==> src/design/stkcal_pkg.sv <==
// Shared constants, types and state codes of the stick calibration and map block.
`default_nettype none

package stkcal_pkg;

   localparam int SAMPLE_BITS  = 12;
   localparam int AXES         = 4;
   localparam int AXIS_W       = (AXES > 1) ? $clog2(AXES) : 1;
   localparam int CHAN_W       = 3;
   localparam int OUT_W        = 11;
   localparam int FRAC_BITS    = 16;
   localparam int CEN_W        = SAMPLE_BITS + FRAC_BITS;
   localparam int SUM_W        = SAMPLE_BITS + 1;

   // floor(s / 3) as (s * DIV3_MUL) >> DIV3_SHIFT, exact for s below 2**DIV3_SHIFT
   localparam int DIV3_SHIFT   = SUM_W + 1 - (SUM_W % 2);
   localparam int DIV3_MUL     = ((1 << DIV3_SHIFT) + 1) / 3;

   localparam int GAIN_W       = 13;
   localparam logic [GAIN_W-1:0] GAIN_Q16 = 13'd6554;

   // segment numerator: (x - a) * 500 + run / 2
   localparam int NUM_W        = SAMPLE_BITS + 11;
   localparam int MAG_W        = NUM_W - 1;
   localparam int DEN_W        = SAMPLE_BITS;
   localparam int DIV_CNT_W    = $clog2(MAG_W + 1);

   localparam logic [OUT_W-1:0] OUT_LO   = 11'd1000;
   localparam logic [OUT_W-1:0] OUT_MID  = 11'd1500;
   localparam logic [OUT_W-1:0] OUT_HI   = 11'd2000;
   localparam int               SEG_SPAN = 500;
   localparam int               SPAN_MIN = 200;

   localparam int REQ_DATA_W   = ((CHAN_W + SAMPLE_BITS + 7) / 8) * 8;
   localparam int RSP_DATA_W   = ((CHAN_W + OUT_W + 7) / 8) * 8;
   localparam int RSP_PAD_W    = RSP_DATA_W - CHAN_W - OUT_W;

   localparam int CSR_INDEX_W  = 4;
   localparam int CSR_DATA_W   = 8;
   localparam logic [CSR_INDEX_W-1:0] CSR_CAL_ENABLE     = 4'd0;
   localparam logic [CSR_INDEX_W-1:0] CSR_CHANNEL_ENABLE = 4'd1;

   localparam logic [SAMPLE_BITS-1:0] LOW_RESET    = '1;
   localparam logic [SAMPLE_BITS-1:0] HIGH_RESET   = '0;
   localparam logic [CEN_W-1:0]       CENTRE_RESET = {1'b1, {(CEN_W-1){1'b0}}};

   typedef struct packed {
      logic [CEN_W-1:0]       centre;
      logic [SAMPLE_BITS-1:0] high;
      logic [SAMPLE_BITS-1:0] low;
   } mark_entry_type;

   localparam mark_entry_type MARK_RESET = '{centre: CENTRE_RESET, high: HIGH_RESET,
                                             low: LOW_RESET};

   typedef struct packed {
      logic              rd_en;
      logic              wr_en;
      logic [AXIS_W-1:0] addr;
   } mark_req_type;

   typedef struct packed {
      logic busy;
      logic done;
   } div_status_type;

   typedef enum logic [2:0] {
      ST_IDLE,
      ST_MARKS,
      ST_STEP,
      ST_CLAMP,
      ST_SETUP,
      ST_DIV,
      ST_FINAL,
      ST_DONE
   } state_type;

endpackage

`default_nettype wire

==> src/design/stkcal_mark_ram.sv <==
// Per-axis mark memory with a registered read (data in the cycle after rd_en) and reset-value valid bits.
`default_nettype none

module stkcal_mark_ram (
   input  wire logic                    clock,
   input  wire logic                    reset,
   input  wire stkcal_pkg::mark_req_type req,
   input  wire stkcal_pkg::mark_entry_type wr_data,
   output stkcal_pkg::mark_entry_type   rd_data
);
   import stkcal_pkg::*;

   mark_entry_type mark_mem_ff [AXES];
   logic [AXES-1:0] valid_ff;
   logic [AXES-1:0] valid_in;
   mark_entry_type  rd_word_ff;
   logic            rd_hit_ff;

   always_comb begin
      valid_in = valid_ff;
      if (req.wr_en) begin
         valid_in[req.addr] = 1'b1;
      end
   end

   always_ff @(posedge clock) begin
      if (reset) begin
         valid_ff <= '0;
      end else begin
         valid_ff <= valid_in;
      end
   end

   always_ff @(posedge clock) begin
      if (req.wr_en) begin
         mark_mem_ff[req.addr] <= wr_data;
      end
      if (req.rd_en) begin
         rd_word_ff <= mark_mem_ff[req.addr];
         rd_hit_ff  <= valid_ff[req.addr];
      end
   end

   // an entry never written reads as its reset marks
   assign rd_data = rd_hit_ff ? rd_word_ff : MARK_RESET;

endmodule

`default_nettype wire

==> src/design/stkcal_divider.sv <==
// Restoring unsigned divider, one quotient bit per cycle.
`default_nettype none

module stkcal_divider (
   input  wire logic                        clock,
   input  wire logic                        reset,
   input  wire logic                        start,
   input  wire logic [stkcal_pkg::MAG_W-1:0] num,
   input  wire logic [stkcal_pkg::DEN_W-1:0] den,
   output stkcal_pkg::div_status_type       stat,
   output logic [stkcal_pkg::MAG_W-1:0]     quotient
);
   import stkcal_pkg::*;

   logic [DEN_W-1:0]     rem_ff,  rem_in;
   logic [MAG_W-1:0]     quo_ff,  quo_in;
   logic [DIV_CNT_W-1:0] cnt_ff,  cnt_in;
   logic                 busy_ff, busy_in;
   logic                 done_ff, done_in;
   logic [DEN_W:0]       trial;
   logic [DEN_W:0]       diff;

   always_comb begin
      trial   = {rem_ff, quo_ff[MAG_W-1]};
      diff    = trial - {1'b0, den};
      rem_in  = rem_ff;
      quo_in  = quo_ff;
      cnt_in  = cnt_ff;
      busy_in = busy_ff;
      done_in = 1'b0;
      if (start) begin
         rem_in  = '0;
         quo_in  = num;
         cnt_in  = '0;
         busy_in = 1'b1;
      end else if (busy_ff) begin
         // keep the shifted remainder when the trial subtract goes negative
         if (diff[DEN_W]) begin
            rem_in = trial[DEN_W-1:0];
            quo_in = {quo_ff[MAG_W-2:0], 1'b0};
         end else begin
            rem_in = diff[DEN_W-1:0];
            quo_in = {quo_ff[MAG_W-2:0], 1'b1};
         end
         cnt_in = cnt_ff + 1'b1;
         if (cnt_ff == DIV_CNT_W'(MAG_W - 1)) begin
            busy_in = 1'b0;
            done_in = 1'b1;
         end
      end
   end

   always_ff @(posedge clock) begin
      if (reset) begin
         busy_ff <= 1'b0;
         done_ff <= 1'b0;
         cnt_ff  <= '0;
      end else begin
         busy_ff <= busy_in;
         done_ff <= done_in;
         cnt_ff  <= cnt_in;
      end
   end

   always_ff @(posedge clock) begin
      rem_ff <= rem_in;
      quo_ff <= quo_in;
   end

   assign stat.busy = busy_ff;
   assign stat.done = done_ff;
   assign quotient  = quo_ff;

endmodule

`default_nettype wire

==> src/design/stick_calibrate_and_map_top.sv <==
// Top level: stick calibration sequencer, three-point pulse map and stream ports.
//
// Input channel req_*: one transaction carries a channel index and a sample.
// Channels below AXES are sticks, the rest buttons (pin low gives 2000 us).
// Result channel rsp_*: one transaction per input with the channel index and
// a pulse width of 1000..2000 us. Config channel csr_*: always ready; index 0
// is cal_enable, index 1 is channel_enable, other indexes are dropped.
// Items are handled one at a time. A button goes from accept straight to the
// done state. A stick reads its marks from the mark memory (ST_MARKS), updates
// them with calibration on (ST_STEP, ST_CLAMP), then sets up the segment
// (ST_SETUP) and divides with the serial divider, one quotient bit per cycle,
// before the final clamp (ST_FINAL). A narrow span or an empty segment skips
// the divider and goes from ST_SETUP to ST_DONE.
// The result sits in an output register; the next input is taken as soon as
// the sequencer is idle, and a finished item waits only while that register
// is still full and rsp_tready is low.
// Reset clears cal_enable, sets every channel_enable bit and marks all stick
// entries of the memory as holding their reset marks; no clearing pass.
`default_nettype none

module stick_calibrate_and_map_top (
   input  wire logic                              clock,
   input  wire logic                              reset,
   input  wire logic                              req_tvalid,
   output logic                                   req_tready,
   // fields from bit 0: chan, sample, zero fill
   input  wire logic [stkcal_pkg::REQ_DATA_W-1:0] req_tdata,
   output logic                                   rsp_tvalid,
   input  wire logic                              rsp_tready,
   // fields from bit 0: out_chan, pulse_us, zero fill
   output logic [stkcal_pkg::RSP_DATA_W-1:0]      rsp_tdata,
   input  wire logic                              csr_valid,
   output logic                                   csr_ready,
   input  wire logic [stkcal_pkg::CSR_INDEX_W-1:0] csr_index,
   input  wire logic [stkcal_pkg::CSR_DATA_W-1:0] csr_data
);
   import stkcal_pkg::*;

   localparam logic signed [SAMPLE_BITS:0] SPAN_MIN_S = (SAMPLE_BITS+1)'(SPAN_MIN);
   localparam logic signed [NUM_W-1:0]     SEG_SPAN_S = NUM_W'(SEG_SPAN);
   localparam logic signed [MAG_W+1:0]     RES_LO     = (MAG_W+2)'(OUT_LO);
   localparam logic signed [MAG_W+1:0]     RES_HI     = (MAG_W+2)'(OUT_HI);
   localparam int                          PROD_G_W   = CEN_W + GAIN_W;
   localparam int                          PROD_3_W   = SUM_W + DIV3_SHIFT;

   state_type state_ff, state_in;

   logic                   cal_en_ff, cal_en_in;
   logic [7:0]             ch_en_ff,  ch_en_in;
   logic [CHAN_W-1:0]      chan_ff,   chan_in;
   logic [SAMPLE_BITS-1:0] v_ff,      v_in;
   logic                   cal_ff,    cal_in;
   logic [SAMPLE_BITS-1:0] lo_ff,     lo_in;
   logic [SAMPLE_BITS-1:0] hi_ff,     hi_in;
   logic [SUM_W-1:0]       sum_ff,    sum_in;
   logic [CEN_W-1:0]       cen_ff,    cen_in;
   logic                   dneg_ff,   dneg_in;
   logic [CEN_W-1:0]       mag_ff,    mag_in;
   logic [CEN_W-1:0]       stp_ff,    stp_in;
   logic [SAMPLE_BITS-1:0] cmin_ff,   cmin_in;
   logic [MAG_W-1:0]       num_ff,    num_in;
   logic [DEN_W-1:0]       den_ff,    den_in;
   logic                   qneg_ff,   qneg_in;
   logic [OUT_W-1:0]       olo_ff,    olo_in;
   logic [OUT_W-1:0]       pulse_ff,  pulse_in;
   logic                   rsp_valid_ff, rsp_valid_in;
   logic [RSP_DATA_W-1:0]  rsp_data_ff,  rsp_data_in;

   logic [CHAN_W-1:0]      req_chan;
   logic [SAMPLE_BITS-1:0] req_sample;
   logic                   req_accept;
   logic                   req_stick;
   logic                   req_present;
   logic                   slot_free;

   mark_req_type           mark_req;
   mark_entry_type         mark_wr;
   mark_entry_type         mark_rd;
   logic                   div_start;
   div_status_type         div_stat;
   logic [MAG_W-1:0]       div_quo;

   // learn datapath
   logic [SAMPLE_BITS-1:0] lo_new, hi_new;
   logic signed [CEN_W:0]  dlt;
   logic [CEN_W:0]         dlt_abs;
   logic [PROD_G_W-1:0]    prod_g;
   logic [PROD_3_W-1:0]    prod_3;
   logic [CEN_W-1:0]       cen_step;
   logic [CEN_W-1:0]       cen_floor;
   logic [CEN_W-1:0]       cen_ceil;

   // map setup datapath
   logic [SAMPLE_BITS-1:0]  mid;
   logic                    upper;
   logic [SAMPLE_BITS-1:0]  seg_a, seg_b;
   logic signed [SAMPLE_BITS:0] span, diff, run, run_r, half;
   logic signed [NUM_W-1:0] num_s;
   logic [NUM_W-1:0]        num_abs;
   logic [SAMPLE_BITS:0]    run_abs;
   logic                    narrow;
   logic                    run_zero;

   // final datapath
   logic signed [MAG_W:0]   q_s;
   logic signed [MAG_W+1:0] res_s;

   assign req_chan    = req_tdata[CHAN_W-1:0];
   assign req_sample  = req_tdata[CHAN_W +: SAMPLE_BITS];
   assign req_accept  = req_tvalid && req_tready;
   assign req_stick   = ({1'b0, req_chan} < (CHAN_W+1)'(AXES));
   assign req_present = ch_en_ff[req_chan];
   assign slot_free   = !rsp_valid_ff || rsp_tready;

   stkcal_mark_ram u_marks (
      .clock   (clock),
      .reset   (reset),
      .req     (mark_req),
      .wr_data (mark_wr),
      .rd_data (mark_rd)
   );

   // the divider loads its dividend at the start edge, so hand it the value being built
   stkcal_divider u_div (
      .clock    (clock),
      .reset    (reset),
      .start    (div_start),
      .num      (num_in),
      .den      (den_ff),
      .stat     (div_stat),
      .quotient (div_quo)
   );

   // learn: widen marks, step the centre, clamp between sum/3 and sum/2
   always_comb begin
      lo_new    = (cal_ff && (v_ff < mark_rd.low))  ? v_ff : mark_rd.low;
      hi_new    = (cal_ff && (v_ff > mark_rd.high)) ? v_ff : mark_rd.high;
      dlt       = $signed({1'b0, v_ff, {FRAC_BITS{1'b0}}}) - $signed({1'b0, mark_rd.centre});
      dlt_abs   = dlt[CEN_W] ? -dlt : dlt;
      prod_g    = PROD_G_W'(mag_ff) * PROD_G_W'(GAIN_Q16);
      prod_3    = PROD_3_W'(sum_ff) * PROD_3_W'(DIV3_MUL);
      cen_step  = dneg_ff ? (cen_ff - stp_ff) : (cen_ff + stp_ff);
      cen_floor = {cmin_ff, {FRAC_BITS{1'b0}}};
      cen_ceil  = {sum_ff[SUM_W-1:1], {FRAC_BITS{1'b0}}};
   end

   // map setup: pick the segment, build the rounded numerator
   always_comb begin
      mid      = cen_ff[CEN_W-1 -: SAMPLE_BITS];
      span     = $signed({1'b0, hi_ff}) - $signed({1'b0, lo_ff});
      narrow   = cal_ff && (span < SPAN_MIN_S);
      upper    = (v_ff >= mid);
      seg_a    = upper ? mid : lo_ff;
      seg_b    = upper ? hi_ff : mid;
      diff     = $signed({1'b0, v_ff}) - $signed({1'b0, seg_a});
      run      = $signed({1'b0, seg_b}) - $signed({1'b0, seg_a});
      // halve toward zero
      run_r    = run + $signed({{SAMPLE_BITS{1'b0}}, run[SAMPLE_BITS]});
      half     = run_r >>> 1;
      num_s    = $signed({{(NUM_W-SAMPLE_BITS-1){diff[SAMPLE_BITS]}}, diff}) * SEG_SPAN_S
                 + $signed({{(NUM_W-SAMPLE_BITS-1){half[SAMPLE_BITS]}}, half});
      num_abs  = num_s[NUM_W-1] ? -num_s : num_s;
      run_abs  = run[SAMPLE_BITS] ? -run : run;
      run_zero = (run == '0);
   end

   always_comb begin
      q_s   = qneg_ff ? -$signed({1'b0, div_quo}) : $signed({1'b0, div_quo});
      res_s = $signed({q_s[MAG_W], q_s}) + $signed({{(MAG_W+2-OUT_W){1'b0}}, olo_ff});
   end

   // next state
   always_comb begin
      state_in = state_ff;
      case (state_ff)
         ST_IDLE: begin
            if (req_accept) begin
               state_in = req_stick ? ST_MARKS : ST_DONE;
            end
         end
         ST_MARKS: state_in = cal_ff ? ST_STEP : ST_SETUP;
         ST_STEP:  state_in = ST_CLAMP;
         ST_CLAMP: state_in = ST_SETUP;
         ST_SETUP: state_in = (narrow || run_zero) ? ST_DONE : ST_DIV;
         ST_DIV: begin
            if (div_stat.done) begin
               state_in = ST_FINAL;
            end
         end
         ST_FINAL: state_in = ST_DONE;
         ST_DONE: begin
            if (slot_free) begin
               state_in = ST_IDLE;
            end
         end
         default:  state_in = ST_IDLE;
      endcase
   end

   // outputs to ports, mark memory and divider
   always_comb begin
      req_tready     = (state_ff == ST_IDLE);
      mark_req.rd_en = (state_ff == ST_IDLE) && req_accept && req_stick;
      mark_req.wr_en = (state_ff == ST_SETUP) && cal_ff;
      mark_req.addr  = (state_ff == ST_IDLE) ? req_chan[AXIS_W-1:0] : chan_ff[AXIS_W-1:0];
      mark_wr.centre = cen_ff;
      mark_wr.high   = hi_ff;
      mark_wr.low    = lo_ff;
      div_start      = (state_ff == ST_SETUP) && !narrow && !run_zero;
   end

   // datapath registers
   always_comb begin
      chan_in  = chan_ff;
      v_in     = v_ff;
      cal_in   = cal_ff;
      lo_in    = lo_ff;
      hi_in    = hi_ff;
      sum_in   = sum_ff;
      cen_in   = cen_ff;
      dneg_in  = dneg_ff;
      mag_in   = mag_ff;
      stp_in   = stp_ff;
      cmin_in  = cmin_ff;
      num_in   = num_ff;
      den_in   = den_ff;
      qneg_in  = qneg_ff;
      olo_in   = olo_ff;
      pulse_in = pulse_ff;
      case (state_ff)
         ST_IDLE: begin
            if (req_accept) begin
               chan_in  = req_chan;
               v_in     = req_present ? req_sample : '0;
               cal_in   = cal_en_ff;
               pulse_in = (req_present && !req_sample[0]) ? OUT_HI : OUT_LO;
            end
         end
         ST_MARKS: begin
            lo_in   = lo_new;
            hi_in   = hi_new;
            sum_in  = {1'b0, lo_new} + {1'b0, hi_new};
            cen_in  = mark_rd.centre;
            dneg_in = dlt[CEN_W];
            mag_in  = dlt_abs[CEN_W-1:0];
         end
         ST_STEP: begin
            stp_in  = prod_g[FRAC_BITS +: CEN_W];
            cmin_in = prod_3[DIV3_SHIFT +: SAMPLE_BITS];
         end
         ST_CLAMP: begin
            if (cen_step < cen_floor) begin
               cen_in = cen_floor;
            end else if (cen_step > cen_ceil) begin
               cen_in = cen_ceil;
            end else begin
               cen_in = cen_step;
            end
         end
         ST_SETUP: begin
            num_in  = num_abs[MAG_W-1:0];
            den_in  = run_abs[DEN_W-1:0];
            qneg_in = num_s[NUM_W-1] ^ run[SAMPLE_BITS];
            olo_in  = upper ? OUT_MID : OUT_LO;
            if (narrow) begin
               pulse_in = OUT_MID;
            end else if (run_zero) begin
               pulse_in = upper ? OUT_MID : OUT_LO;
            end
         end
         ST_FINAL: begin
            if (res_s < RES_LO) begin
               pulse_in = OUT_LO;
            end else if (res_s > RES_HI) begin
               pulse_in = OUT_HI;
            end else begin
               pulse_in = res_s[OUT_W-1:0];
            end
         end
         default: begin
         end
      endcase
   end

   // config and result register
   always_comb begin
      cal_en_in = cal_en_ff;
      ch_en_in  = ch_en_ff;
      if (csr_valid && csr_ready) begin
         case (csr_index)
            CSR_CAL_ENABLE:     cal_en_in = csr_data[0];
            CSR_CHANNEL_ENABLE: ch_en_in  = csr_data;
            default: begin
            end
         endcase
      end
      rsp_valid_in = rsp_valid_ff;
      rsp_data_in  = rsp_data_ff;
      if ((state_ff == ST_DONE) && slot_free) begin
         rsp_valid_in = 1'b1;
         rsp_data_in  = {{RSP_PAD_W{1'b0}}, pulse_ff, chan_ff};
      end else if (rsp_tready) begin
         rsp_valid_in = 1'b0;
      end
   end

   always_ff @(posedge clock) begin
      if (reset) begin
         state_ff     <= ST_IDLE;
         cal_en_ff    <= 1'b0;
         ch_en_ff     <= 8'hFF;
         rsp_valid_ff <= 1'b0;
      end else begin
         state_ff     <= state_in;
         cal_en_ff    <= cal_en_in;
         ch_en_ff     <= ch_en_in;
         rsp_valid_ff <= rsp_valid_in;
      end
   end

   always_ff @(posedge clock) begin
      chan_ff     <= chan_in;
      v_ff        <= v_in;
      cal_ff      <= cal_in;
      lo_ff       <= lo_in;
      hi_ff       <= hi_in;
      sum_ff      <= sum_in;
      cen_ff      <= cen_in;
      dneg_ff     <= dneg_in;
      mag_ff      <= mag_in;
      stp_ff      <= stp_in;
      cmin_ff     <= cmin_in;
      num_ff      <= num_in;
      den_ff      <= den_in;
      qneg_ff     <= qneg_in;
      olo_ff      <= olo_in;
      pulse_ff    <= pulse_in;
      rsp_data_ff <= rsp_data_in;
   end

   assign csr_ready  = 1'b1;
   assign rsp_tvalid = rsp_valid_ff;
   assign rsp_tdata  = rsp_data_ff;

   a_one_at_a_time: assert property (@(posedge clock) disable iff (reset)
      (req_tvalid && req_tready) |=> !req_tready)
      else $error("input taken while an item is in flight");

   a_read_then_marks: assert property (@(posedge clock) disable iff (reset)
      mark_req.rd_en |=> (state_ff == ST_MARKS))
      else $error("mark read not followed by mark stage");

   a_div_done_in_div: assert property (@(posedge clock) disable iff (reset)
      div_stat.done |-> (state_ff == ST_DIV))
      else $error("divider finished outside the divide stage");

   a_pulse_range: assert property (@(posedge clock) disable iff (reset)
      rsp_tvalid |-> ((rsp_tdata[CHAN_W +: OUT_W] >= OUT_LO) &&
                      (rsp_tdata[CHAN_W +: OUT_W] <= OUT_HI)))
      else $error("pulse width out of range");

endmodule

`default_nettype wire
==> config.mk <==
export PLATFORM = sky130hd
export DESIGN_NAME = stick_calibrate_and_map_top
export DESIGN_NICKNAME = d
export VERILOG_FILES = /design/src/design/stkcal_pkg.sv /design/src/design/stkcal_mark_ram.sv /design/src/design/stkcal_divider.sv /design/src/design/stick_calibrate_and_map_top.sv
export SDC_FILE = /design/constraint.sdc
export NUM_CORES = 1
export LEC_CHECK = 0
export ABC_AREA = 1
export BUFFER_PORTS_ARGS = -buffer_cell sky130_fd_sc_hd__buf_2
export CORE_MARGIN = 1
export CORE_UTILIZATION = 55
export DETAILED_ROUTE_END_ITERATION = 7
export PLACE_DENSITY = 0.81
export SKIP_CTS_REPAIR_TIMING = 1
export SLEW_MARGIN = 15
export SYNTH_ARGS = -nofsm -noshare
export SYNTH_HDL_FRONTEND = slang
export SYNTH_SLANG_ARGS = --single-unit
==> constraint.sdc <==
create_clock -name clock -period 13.83 [get_ports clock]
set_input_delay 1.383 -clock clock [delete_from_list [all_inputs] [get_ports clock]]
set_output_delay 1.383 -clock clock [all_outputs]
set_load 0.005 [all_outputs]
==> impl_metrics.py, run 1 <==
metrics = {
    "floorplanning": {
        "die_area_um2": 40800,
        "core.rowCount": 72,
        "core-area_um2": 39100,
        "die_w_um": 202,
        "die_y_um": 202,
        "start_util_pct": 56.3,
        "ioPinCount": 52,
    },
    "clock_network": {
        "cts_buffers": 35,
        "cts.sinks": 343,
        "root_buffer": "clkbuf_16",
        "clkLatencyLatePin_ns": 0.53,
        "cts_tree": "yes",
        "clock_path_buffers": 3,
        "cts_max_level": 2,
        "clkTransAtPathRegs_ns": 0.07,
    },
    "sta": {
        "setup_viol": 0,
        "fin_skew_ns": 0.0221,
        "min_period_ns": 10.72,
        "setup-tns-final_ns": 0,
        "max_freq_ghz": 0.0933,
        "finalMaxSlewViolations": 0,
        "slew_headroom_pct": 38.5,
        "worst_slew_pin_slew_ns": 0.921,
        "min_period_over_period_pct": 77.5,
        "finalHoldViolCount": 0,
        "rsz0062_at_grt": "false",
    },
    "yosys": {
        "postSynth.asyncResetShare_pct": 0,
        "synth-edff-count": 295,
        "netlist.area_leader.share_pct": 40.2,
        "ys_ff_latch": 343,
        "synth_top_area_cell": "edfxtp_1",
        "synthFlopType": "edfxtp_1",
        "syn-mean-instance-area_um2": 8.92,
        "postSynthCellCount": 2468,
        "yosys.cell_types.count": 61,
        "synthTopCellsByCount": "nand2_1 (530), inv_1 (364), edfxtp_1 (295)",
        "synth-seq-area-share_pct": 44.6,
        "synthTopCellsByArea": "edfxtp_1 (40%), nand2_1 (9.0%), ha_1 (8.2%)",
        "synth_warnings": 0,
        "syn_area_um2": 22000,
        "synth.most_common_cell": "nand2_1",
    },
    "global_route": {
        "antenna_found_initial": 0,
        "grt_pass1_vias": 17000,
        "grt_overflow_total": 0,
        "grt_max_degree": 51,
        "grt_first_pass_wirelength_um": 81900,
        "grt_usage_pct": 24.7,
    },
    "setup_path": {
        "arrival_ns": 10.99,
        "crit_top_cell": "nand2_1",
        "cp.required_ns": 14.10,
        "end_kind": "register",
        "slowest_stage": "fa_1",
        "r2r_end": "u_div.quotient[2]$_DFFE_PP_",
        "reg2reg_slack_ns": 3.11,
        "cpPeakStageDelay_ns": 0.53,
        "reg2reg_from": "cen_ff[27]$_SDFFCE_PN1P_",
        "reg2reg_depth": 54,
        "crit_fanout": 50,
        "cp-startpoint": "cen_ff[27]$_SDFFCE_PN1P_",
        "path_class": "register to register",
        "start_kind": "register",
    },
    "min_path": {
        "hp-start": "pulse_ff[5]$_DFFE_PP_",
        "hp-class": "register to register",
        "hold_end": "rsp_tdata[8]$_DFFE_PP_",
        "min_path_cells": 0,
    },
    "status": {
        "outcome": "completed",
    },
    "cells_and_area": {
        "fillCellCount": 3096,
        "fin_nets": 2728,
        "drive_above_1_share_pct": 8.80,
        "finish.utilization_pct": 61.1,
        "antenna_cells": 0,
        "syn_to_final_growth_pct": 8.51,
    },
    "drt": {
        "drc_errors": 0,
        "routedWlPerCell_um": 16.4,
        "via_per_inst": 5.63,
        "final_antenna_net_count": 0,
        "vias": 17200,
        "drt_first_pass_iters": 6,
        "wl_um": 50000,
        "drt-initial-drc-count": 1550,
    },
    "placement": {
        "hpwl_um": 35800,
        "io_buffers": 47,
        "place_congestion": 0.951,
    },
    "job": {
        "cap_viol_max_count": 0,
    },
}
routing by layer:
layer | GRT usage, % | vias up | part of all wire (%)
li1 | - | 8283 | -
met1 | 31.9 | 8063 | 41
met2 | 43.0 | 747 | 49
met3 | 3.18 | 97 | 8.1
met4 | 7.95 | 0 | 2.5
met5 | 0 | - | 0
kinds of logic (layout without fill, tap and decap cells):
family	after synthesis	count (layout)	share of synthesized area, %
flops	343	343	44.6
simple gates	1025	1025	20.6
mux	1	1	0.0455
other cells	2	4	0.0341
xor+xnor	134	134	5.56
compound gates	344	344	9.57
fa+ha+maj	186	186	12.0
buf+inv	433	498	7.68
critical path, delay by kind of cell, from the launching register on:
family	cells	cell delay [ns]
AO/OA/AOI/OAI	8	1.72
XOR/XNOR	3	0.99
adder cells (fa/ha/maj)	8	2.86
buffers and inverters	9	0.83
flip-flops	1	0.45
AND/OR/NAND/NOR	26	3.55
worst max path at each step:
stage                                         endpoint  slack (ns)  cells after the start
after global placement     u_div.quotient[5]$_DFFE_PP_        3.46                     53
final                      u_div.quotient[2]$_DFFE_PP_        3.11                     54
after detailed placement   u_div.quotient[2]$_DFFE_PP_        3.29                     54
after CTS                  u_div.quotient[2]$_DFFE_PP_        3.21                     54
after global routing       u_div.quotient[2]$_DFFE_PP_        2.14                     54
after floorplan           u_div.quotient[18]$_DFFE_PP_        5.19                     55
state kept, by name (all words and copies together), names as in the netlist, 14 cells and up:
register	flops
u_marks.mark_mem_ff	144
u_marks.rd_word_ff	36
u_div.quotient	22
rsp_tdata	14
stage by stage:
step	instances	hold slack [ns]	cell area, µm²	worst slack (ns)
6_report	3053	0.422	23900	3.11
5_1_grt	3053	0.426	23900	2.14
4_1_cts	3053	0.423	23900	3.21
3_5_place_dp	2990	0.407	22800	3.29
3_3_place_gp	2990	0.401	22800	3.46
2_1_floorplan	2470	0.400	22000	5.19
area by class of cell:
cell class                      instances  area (µm²)  area share [%]
Clock inverter                         14         151           0.634
Multi-Input combinational cell       1694       10600            44.2
Timing Repair Buffer                   62         348            1.46
Sequential cell                       343        9820            41.1
Clock buffer                           49         970            4.06
Inverter                              373        1400            5.86
Tap cell                              518         648            2.71
placed cells by master (no fill, tap or decap), types with 5 or more instances in the layout:
cell type    n
nor4_1       5
o21ai_0     70
nand3b_1     7
o21a_1      18
nor2_2      16
o21bai_1    14
xnor2_1     31
a31oi_1      5
a21o_1       9
o21ai_1      6
ha_1       145
clkbuf_16   36
inv_2        8
edfxtp_1   295
nor2_4       7
inv_1      364
o211ai_1    16
nand4_1     34
nand2_1    530
nand3_1    148
buf_2       47
clkinv_2     5
a211oi_1     6
dfxtp_1     48
clkbuf_1    11
nand3_2     10
a22oi_1     56
fa_1        41
a21oi_1    123
xor2_1      98
nor2_1     178
nor3_1      25
nand2_2     26
or2_2       21
nand2_4      8
buf_4       15
Power of run 1 is left out: the tool's default activity adds up to more than one toggle a clock period on the data nets, which glitch-free logic cannot reach.
==> run 2: changes to the inputs <==
Clock period 13.83 ns to 10.2 ns, I/O delays scaled along.
==> impl_metrics.py, run 2 (synthesis results as in run 1) <==
metrics = {
    "status": {
        "outcome": "completed",
    },
    "job": {
        "cap_viol_max_count": 0,
    },
    "placement": {
        "hpwl_um": 36800,
        "io_buffers": 47,
        "dp.cells": 3006,
        "place_congestion": 0.942,
    },
    "global_route": {
        "grt_max_degree": 44,
        "grt_pass1_vias": 17500,
        "grt_first_pass_wirelength_um": 85400,
        "antenna_found_initial": 0,
        "grt_usage_pct": 25.7,
        "grt_overflow_total": 0,
    },
    "min_path": {
        "hold_end": "rsp_tdata[8]$_DFFE_PP_",
        "hp-class": "register to register",
        "min_path_cells": 0,
        "hp-start": "pulse_ff[5]$_DFFE_PP_",
    },
    "setup_path": {
        "cp_num_buf_inv": 7,
        "reg2reg_from": "cen_ff[26]$_SDFFCE_PN0P_",
        "path_class": "register to register",
        "reg2reg_slack_ns": 0.74,
        "reg2reg_depth": 54,
        "cp.required_ns": 10.46,
        "crit_family": "simple AND/OR/NAND/NOR gates",
        "arrival_ns": 9.72,
        "cpPeakStageDelay_ns": 0.53,
        "r2r_end": "u_div.quotient[10]$_DFFE_PP_",
        "start_kind": "register",
        "end_kind": "register",
        "crit_fanout": 24,
        "slowest_stage": "fa_1",
        "crit_top_cell": "nand2_1",
    },
    "cells_and_area": {
        "final_cell_mix": "nand2_1 (528), inv_1 (364), edfxtp_1 (295), nor2_1 (178), nand3_1 (148)",
        "top_register": "u_marks.mark_mem_ff",
        "syn_to_final_growth_pct": 9.87,
        "drive_above_1_share_pct": 10.1,
        "fin_nets": 2747,
        "antenna_cells": 0,
        "largest_reg_flops": 144,
        "fin_cells": 3072,
        "layout_commonest_cell": "nand2_1",
    },
    "sta": {
        "worst_slew_pin_slew_ns": 1.13,
        "fin_skew_ns": 0.0219,
        "setup_viol": 0,
        "max_freq_ghz": 0.106,
        "finalHoldViolCount": 0,
        "finalMaxSlewViolations": 0,
        "slew_headroom_pct": 24.4,
        "min_period_over_period_pct": 92.8,
        "min_period_ns": 9.46,
    },
    "clock_network": {
        "clkLatencyLatePin_ns": 0.53,
        "clkTransAtPathRegs_ns": 0.07,
        "cts_max_level": 2,
        "cts_buffers": 35,
        "clock_path_buffers": 3,
        "root_buffer": "clkbuf_16",
        "cts.sinks": 343,
        "cts_tree": "yes",
    },
    "floorplanning": {
        "ioPinCount": 52,
        "start_util_pct": 56.3,
        "die_w_um": 202,
        "die_y_um": 202,
        "core.rowCount": 72,
        "core-area_um2": 39100,
        "die_area_um2": 40800,
    },
    "drt": {
        "via_per_inst": 5.66,
        "drc_errors": 0,
        "routedWlPerCell_um": 16.8,
        "drt-initial-drc-count": 1480,
        "final_antenna_net_count": 0,
        "vias": 17400,
        "wl_um": 51600,
        "drt_first_pass_iters": 6,
    },
}
run 2: worst max-delay path by stage:
stage                                         from                            to  slack [ns]  depth (start not counted)
after floorplan             v_ff[11]$_SDFFCE_PN0P_  u_div.quotient[18]$_DFFE_PP_        1.56                         55
final                     cen_ff[26]$_SDFFCE_PN0P_  u_div.quotient[10]$_DFFE_PP_        0.74                         54
after global routing      cen_ff[26]$_SDFFCE_PN0P_  u_div.quotient[10]$_DFFE_PP_      -0.003                         54
after CTS                 cen_ff[26]$_SDFFCE_PN0P_   u_div.quotient[5]$_DFFE_PP_        0.35                         51
after detailed placement  cen_ff[26]$_SDFFCE_PN0P_   u_div.quotient[5]$_DFFE_PP_        0.47                         51
after global placement       v_ff[3]$_SDFFCE_PN0P_   u_div.quotient[2]$_DFFE_PP_        0.66                         45
run 2: final cells by class:
class | count | area (µm²)
clock buffer | 41 | 918
clock inverter | 22 | 235
fill | 3102 | 14900
inverter | 373 | 1400
multi-input combinational | 1695 | 10700
sequential | 343 | 9820
tap | 518 | 648
timing repair buffer | 80 | 490
run 2: routing by layer:
metal	part of all wire [%]	up-vias	track usage, %
li1	-	8329	-
met4	3.2	0	8.62
met1	41	8221	33.1
met3	7.7	118	4.11
met2	48	728	44.1
met5	0	-	0
run 2: through the flow:
stage	setup TNS (ns)	utilization (%)	cell area (µm²)	hold slack, ns	setup WS (ns)
5_1_grt	-0.00337	61.9	24200	0.433	-0.00337
4_1_cts	0	61.5	24000	0.425	0.351
3_5_place_dp	0	58.6	22900	0.405	0.467
3_3_place_gp	0	58.6	22900	0.402	0.659
6_report	0	61.9	24200	0.431	0.735
2_1_floorplan	0	-	22000	0.400	1.56
Power of run 2 is left out for the same reason.
